File: src/rtl/core/ltc_pkg.sv
// shared constants and types for the lru tile cache
`timescale 1ns / 1ps

package ltc_pkg;

    localparam int ENTRIES    = 64;
    localparam int KEY_BITS   = 64;
    localparam int IDX_W      = $clog2(ENTRIES);
    localparam int CNT_W      = $clog2(ENTRIES + 1);
    localparam int KEY_IN_W   = 64;
    localparam int HANDLE_W   = 32;
    localparam int DIM_W      = 16;
    localparam int STAMP_W    = 64;
    localparam int SLOT_OUT_W = 6;

    typedef enum logic [1:0] {
        CMD_GET   = 2'd0,
        CMD_PUT   = 2'd1,
        CMD_CLEAR = 2'd2,
        CMD_NOP   = 2'd3
    } cmd_t;

    typedef struct packed {
        logic load;
        logic issue;
        logic commit;
    } dp_ctl_t;

    typedef struct packed {
        logic last_addr;
    } dp_stat_t;

endpackage

File: src/rtl/core/ltc_ctrl.sv
// controller state machine for the lru tile cache
`timescale 1ns / 1ps

module ltc_ctrl
(
    input  logic              clk,
    input  logic              rst_n,
    input  logic              start,
    input  logic [1:0]        cmd,
    input  ltc_pkg::dp_stat_t stat,
    output ltc_pkg::dp_ctl_t  ctl,
    output logic              busy,
    output logic              done
);

    typedef enum logic [4:0] {
        S_IDLE  = 5'b00001,
        S_SCAN  = 5'b00010,
        S_DRAIN = 5'b00100,
        S_WRITE = 5'b01000,
        S_RESP  = 5'b10000
    } state_t;

    state_t state_reg;
    state_t state_next;
    logic   accept;
    logic   needs_scan;

    assign accept     = start && (state_reg == S_IDLE);
    assign needs_scan = (ltc_pkg::cmd_t'(cmd) == ltc_pkg::CMD_GET) ||
                        (ltc_pkg::cmd_t'(cmd) == ltc_pkg::CMD_PUT);

    always_comb
    begin
        state_next = state_reg;
        unique case (state_reg)
            S_IDLE:
            begin
                if (accept)
                begin
                    state_next = needs_scan ? S_SCAN : S_WRITE;
                end
            end
            S_SCAN:
            begin
                if (stat.last_addr)
                begin
                    state_next = S_DRAIN;
                end
            end
            S_DRAIN: state_next = S_WRITE;
            S_WRITE: state_next = S_RESP;
            S_RESP:  state_next = S_IDLE;
            default: state_next = S_IDLE;
        endcase
    end

    always_ff @(posedge clk or negedge rst_n)
    begin
        if (!rst_n)
        begin
            state_reg <= S_IDLE;
        end
        else
        begin
            state_reg <= state_next;
        end
    end

    assign ctl.load   = accept;
    assign ctl.issue  = (state_reg == S_SCAN);
    assign ctl.commit = (state_reg == S_WRITE);
    assign busy       = (state_reg != S_IDLE);
    assign done       = (state_reg == S_RESP);

    a_resp_after_write: assert property (@(posedge clk) disable iff (!rst_n)
        (state_reg == S_RESP) |-> ($past(state_reg) == S_WRITE))
        else $error("result strobe without a write-back cycle");

    a_scan_ends_in_drain: assert property (@(posedge clk) disable iff (!rst_n)
        (state_reg == S_DRAIN) |-> ($past(state_reg) == S_SCAN && $past(stat.last_addr)))
        else $error("drain entered before the last slot was read");

    a_single_commit: assert property (@(posedge clk) disable iff (!rst_n)
        ctl.commit |=> !ctl.commit)
        else $error("write-back held for more than one cycle");

endmodule

File: config.mk
export PLATFORM = sky130hd
export DESIGN_NAME = ltc_ctrl
export DESIGN_NICKNAME = d
export VERILOG_FILES = /design/src/rtl/core/ltc_pkg.sv /design/src/rtl/core/ltc_ctrl.sv
export SDC_FILE = /design/constraint.sdc
export NUM_CORES = 1
export LEC_CHECK = 0
export BUFFER_PORTS_ARGS = -buffer_cell sky130_fd_sc_hd__buf_4
export CAP_MARGIN = 0
export CORE_AREA = 5 5 42 44
export DETAILED_ROUTE_END_ITERATION = 8
export DIE_AREA = 0 0 47 49
export GPL_TIMING_DRIVEN = 0
export SLEW_MARGIN = 20
export SYNTH_ARGS = -nofsm -noshare
export SYNTH_HDL_FRONTEND = slang
export SYNTH_SLANG_ARGS = --single-unit
File: constraint.sdc
create_clock -name clk -period 1.65 [get_ports clk]
set_clock_uncertainty 0.05 [all_clocks]
set_input_delay 0.33 -clock clk [delete_from_list [all_inputs] [get_ports clk]]
set_output_delay 0.33 -clock clk [all_outputs]
set_load 0.05 [all_outputs]
==> flow_summary.json, run 1 <==
{
  "fin_nets": 60,
  "path_depth": 5,
  "crit_required_ns": 1.27,
  "rsz0062_at_grt": "true",
  "synth_area_leaders": "dfrtp_1, dfstp_2, buf_4",
  "fin_crit_sh_pct": 101,
  "wire_per_inst_um": 11.3,
  "cts_buffers": 3,
  "setup_tns_ns": -0.0474,
  "io_pins": 11,
  "synth_top_cell_by_area": "dfrtp_1",
  "drive_above_1_share_pct": 69.8,
  "clockBufferDepth": 2,
  "setup_slack_ns": -0.0241,
  "area_growth_pct": 66.5,
  "vdd_ir_drop_max_mv": 0.867,
  "cts_sinks": 5,
  "critPathKind": "reg -> out",
  "power_density_mw_per_mm2": 1570,
  "grt-ovfl-total": 0,
  "clkTransAtPathRegs_ns": 0.04,
  "leakage_nw": 0.289,
  "synthesis.nets": 40,
  "drt_first_pass_iters": 3,
  "antenna_cells": 0,
  "grt_max_degree": 7,
  "insertion_delay_ns": 0.24,
  "yosys.cell_types.count": 24,
  "crit_family": "flip-flops",
  "reg2regPathDepth": 5,
  "arrival_ns": 1.29,
  "num_vias": 301,
  "status": "finished with violations",
  "yosys.area.top_type_share_pct": 28.8,
  "post-route-util_pct": 41.3,
  "drc": 0,
  "start_util_pct": 24.8,
  "rows": 14,
  "crit_path_cell_trace": "buf_6 > nor3_4 > nand3_2 > inv_2 > buf_8",
  "cts_tree": "yes",
  "grt_pass1_vias": 305,
  "dieHeight_um": 49,
  "finalHoldViolCount": 0,
  "grtUsageTotal_pct": 8.21,
  "syn_area_um2": 348,
  "tightest_slew_ns": 0.260,
  "dieWidth_um": 47,
  "portBuffers": 9,
  "cp_slowest_cell": "dfrtp_1",
  "grt_pass1_wl_um": 1320,
  "hp-class": "in -> reg",
  "antenna_found_initial": 0,
  "hpwlAfterDp_um": 479,
  "ant_nets": 0,
  "routed_wl_um": 783,
  "violations": "setup timing",
  "period_needed_ns": 1.67,
  "critPathMaxFanout": 3,
  "slew_headroom_pct": 82.6,
  "crit_buf_inv": 3,
  "drt_iter0_markers": 5,
  "synth_seq_cells": 5,
  "core_area_mm2": 0.00140,
  "final_max_slew_viol_count": 0,
  "fmax_mhz": 597,
  "setup_viol": 2,
  "vias_per_cell": 4.36,
  "start_kind": "flip-flop",
  "ys_seq_area_share_pct": 36.3,
  "max_cap_violations": 0,
  "root_buffer": "clkbuf_4",
  "synth_area_per_cell_um2": 10.2,
  "place.gp.congestion": 0.675,
  "yosysWarnings": 0,
  "fp.dieArea_mm2": 0.00230,
  "holdPathStages": 2,
  "largest_reg_flops": 5,
  "htree_levels": 1,
  "end_kind": "primary output",
  "holdWs_ns": 0.258,
  "syn_inst": 34,
  "critPathMaxStageDelay_ns": 0.36
}
-- final cells by class --
cell class	instances	area (µm²)
clock buffers	4	26.3
plain buffers	3	30.0
repair buffers	16	149
multi-input cells	24	221
well taps	16	20.0
flip-flops and latches	5	129
fillers	146	822
inverters	1	3.75
-- through the flow --
| stage | setup slack [ns] | std cells | total power, W | area (µm²) |
|---|---|---|---|---|
| floorplan | 0.0292 | 34 | 0.000526 | 353 |
| global placement | 0.0186 | 59 | 0.000621 | 440 |
| detailed placement | 0.0137 | 59 | 0.000620 | 440 |
| CTS | -0.0406 | 68 | 0.000884 | 563 |
| global route | -0.0996 | 69 | 0.000969 | 579 |
| finish | -0.0241 | 69 | 0.000909 | 579 |
-- worst register-to-register path: stages, from the launching register on --
cell	delay (ns)
dfrtp_1	0.36
buf_6	0.13
nor3_4	0.24
nand3_2	0.11
buf_4	0.16
a2111oi_2	0.28
-- Yosys cell counts --
cell and instances:
buf_6 1, nand2b_1 1, dfstp_2 1, nand3_2 1
and3b_1 1, o21a_1 1, dfrtp_1 4, nand2_1 2
nor3_1 1, and2b_4 1, nor2b_1 1, nor4_1 1
and2_2 1, nor2_1 4, nor3_4 1, mux2i_1 1
xor2_2 1, o21ai_1 1, and3_1 2, inv_1 1
o211ai_2 1, a2111oi_2 1, and2_1 1, buf_4 3
-- where the power goes --
part	leakage, nW	switching [W]	total [W]	internal, W
logic	0.212	0.000292	0.000560	0.000269
registers	0.0622	0.0000460	0.000209	0.000163
clock network	0.0150	0.0000488	0.000140	0.0000914
total	0.289	0.000386	0.000909	0.000523
-- kinds of logic (layout without fill, tap and decap cells) --
| family | count (synthesis) | in the layout | share of synthesized area, % |
|---|---|---|---|
| simple gates | 18 | 18 | 33.8 |
| flops | 5 | 5 | 36.3 |
| buf+inv | 5 | 24 | 10.8 |
| compound gates | 4 | 4 | 11.5 |
| xor+xnor | 1 | 1 | 4.68 |
| mux | 1 | 1 | 2.88 |
-- layer usage --
metal	routed length [µm]	up-vias	track usage, %
met4	0	0	1.38
met2	384	11	11.5
met3	55	0	5.54
met5	0	-	0
li1	-	153	-
met1	344	137	10.5
-- final timing paths --
kind / startpoint / endpoint / slack [ns]
max: state_reg[3] / ctl[2] / -0.02
min in group asynchronous: rst_n / state_reg[3] / 0.38
min: stat / state_reg[2] / 0.26
max in group asynchronous: rst_n / state_reg[0] / 0.98
min reg2reg: state_reg[1] / state_reg[3] / 0.51
max reg2reg: state_reg[3] / state_reg[3] / 0.21
-- placed cells by master (no fill, tap or decap), types with 2 or more instances in the layout --
master	count
buf_8	2
dfrtp_1	2
clkbuf_4	3
and3_1	2
dfrtp_2	2
nand2_1	2
buf_6	5
nor2_1	3
buf_4	11
-- repair_timing --
item / in CTS / in global routing
endpoints found under the hold margin: 4 / 0
resized for setup: 14 / 3
pin swaps: 3 / 0
setup buffers: 5 / 1
setup endpoints to repair: 3 / 5
hold buffers: 1 / 0
No activity file was read; power rests on OpenSTA's default activity.
==> inputs of run 2 (changes only) <==
- TNS_END_PERCENT: default -> 20
==> flow_summary.json, run 2 (synthesized netlist as in run 1, its figures left out) <==
{
  "fin_nets": 59,
  "holdPathStages": 2,
  "finalPower_w": 0.000899,
  "largest_reg_flops": 5,
  "vdd_ir_drop_max_mv": 0.876,
  "critPathMaxFanout": 3,
  "power_density_mw_per_mm2": 1570,
  "violations": "setup timing",
  "rows": 14,
  "clockBufferDepth": 2,
  "area_growth_pct": 64.4,
  "drc": 0,
  "critPathKind": "reg -> out",
  "rsz0062_at_grt": "true",
  "drt_first_pass_iters": 3,
  "arrival_ns": 1.29,
  "leakage_nw": 0.283,
  "place.gp.congestion": 0.675,
  "grtUsageTotal_pct": 8.21,
  "final_cell_mix": "buf_4, buf_6, nor2_1, clkbuf_4",
  "status": "finished with violations",
  "r2r_setup_slack_ns": 0.21,
  "vias_per_cell": 4.41,
  "dieWidth_um": 47,
  "wire_per_inst_um": 11.3,
  "min_to": "state_reg[2]",
  "end_kind": "primary output",
  "portBuffers": 9,
  "insertion_delay_ns": 0.24,
  "fp.dieArea_mm2": 0.00230,
  "clkTransAtPathRegs_ns": 0.04,
  "final_common_cell": "buf_4",
  "num-fill-cells": 148,
  "antenna_cells": 0,
  "drive_above_1_share_pct": 69.2,
  "max_cap_violations": 0,
  "hpwlAfterDp_um": 479,
  "grt_max_degree": 7,
  "root_buffer": "clkbuf_4",
  "routed_wl_um": 771,
  "tightest_slew_ns": 0.260,
  "io_pins": 11,
  "setup_viol": 2,
  "htree_levels": 1,
  "cts_tree": "yes",
  "layoutNonFillerInstCount": 68,
  "fin_crit_sh_pct": 101,
  "setup_slack_ns": -0.0239,
  "grt_pass1_vias": 305,
  "ant_nets": 0,
  "grt_pass1_wl_um": 1320,
  "antenna_found_initial": 0,
  "grt-ovfl-total": 0,
  "slew_headroom_pct": 82.6,
  "finalHoldViolCount": 0,
  "fmax_mhz": 597,
  "start_util_pct": 24.8,
  "cts_sinks": 5,
  "cts_buffers": 3,
  "r2r-end": "state_reg[3]",
  "hold_start": "stat",
  "r2r-start": "state_reg[2]",
  "dieHeight_um": 49,
  "period_needed_ns": 1.67,
  "reg2regPathDepth": 5,
  "drt_iter0_markers": 5,
  "setup_tns_ns": -0.0470,
  "core_area_mm2": 0.00140,
  "num_vias": 300,
  "hp-class": "in -> reg",
  "final_max_slew_viol_count": 0,
  "start_kind": "flip-flop",
  "place_inst": 59,
  "crit_required_ns": 1.27
}
==> run 2: worst max-delay path, cell delays in order, from the launching register on <==
cell and delay, ns:
dfrtp_1 0.36, buf_6 0.13, nor3_4 0.23, nand3_2 0.11, inv_2 0.08, buf_8 0.14
==> run 2: where the power goes <==
group	total, W	leakage (nW)	internal, W	switching (W)
Clock	0.000140	0.0150	0.0000914	0.0000488
Combinational	0.000548	0.206	0.000261	0.000287
Sequential	0.000211	0.0622	0.000163	0.0000480
Total	0.000899	0.283	0.000515	0.000384
==> run 2: worst max-delay path by stage <==
stage / start / to / slack [ns] / cells past startpoint
6_report: state_reg[3] / ctl[2] / -0.02 / 5
5_1_grt: state_reg[3] / ctl[2] / -0.1 / 5
4_1_cts: state_reg[3] / ctl[1] / -0.04 / 4
3_5_place_dp: state_reg[0] / ctl[2] / 0.01 / 5
3_3_place_gp: state_reg[0] / ctl[2] / 0.02 / 5
2_1_floorplan: state_reg[1] / done / 0.03 / 3
==> run 2: repair_timing <==
item	CTS	global route
hold buffers	1	0
resized for setup	14	3
endpoints found under the hold margin	4	0
endpoints found under the setup margin	3	5
setup buffers	5	0
pin swaps	3	0
==> run 2: per-layer routing <==
layer / part of all wire, % / routed length [µm] / track usage, % / vias up
met5: 0 / 0 / 0 / -
met2: 51 / 390 / 11.5 / 11
met4: 0 / 0 / 1.38 / 0
li1: - / - / - / 151
met3: 7.1 / 55 / 5.54 / 0
met1: 42 / 325 / 10.5 / 138
==> run 2: per-stage QoR <==
| step | cell area [µm²] | setup slack, ns | hold slack (ns) | util (%) |
|---|---|---|---|---|
| floorplan | 353 | 0.0292 | -0.0156 | - |
| global placement | 440 | 0.0186 | 0.0845 | 31.4 |
| detailed placement | 440 | 0.0137 | 0.0858 | 31.4 |
| CTS | 563 | -0.0406 | 0.255 | 40.2 |
| global route | 572 | -0.0996 | 0.244 | 40.8 |
| finish | 572 | -0.0239 | 0.258 | 40.8 |
==> run 2: layout make-up <==
cell class | count | area (µm²) | share of cell area, %
Multi-Input combinational cell | 24 | 221 | 38.7
Timing Repair Buffer | 15 | 141 | 24.7
Sequential cell | 5 | 129 | 22.5
Buffer | 3 | 30.0 | 5.25
Clock buffer | 4 | 26.3 | 4.60
Tap cell | 16 | 20.0 | 3.50
Inverter | 1 | 3.75 | 0.656
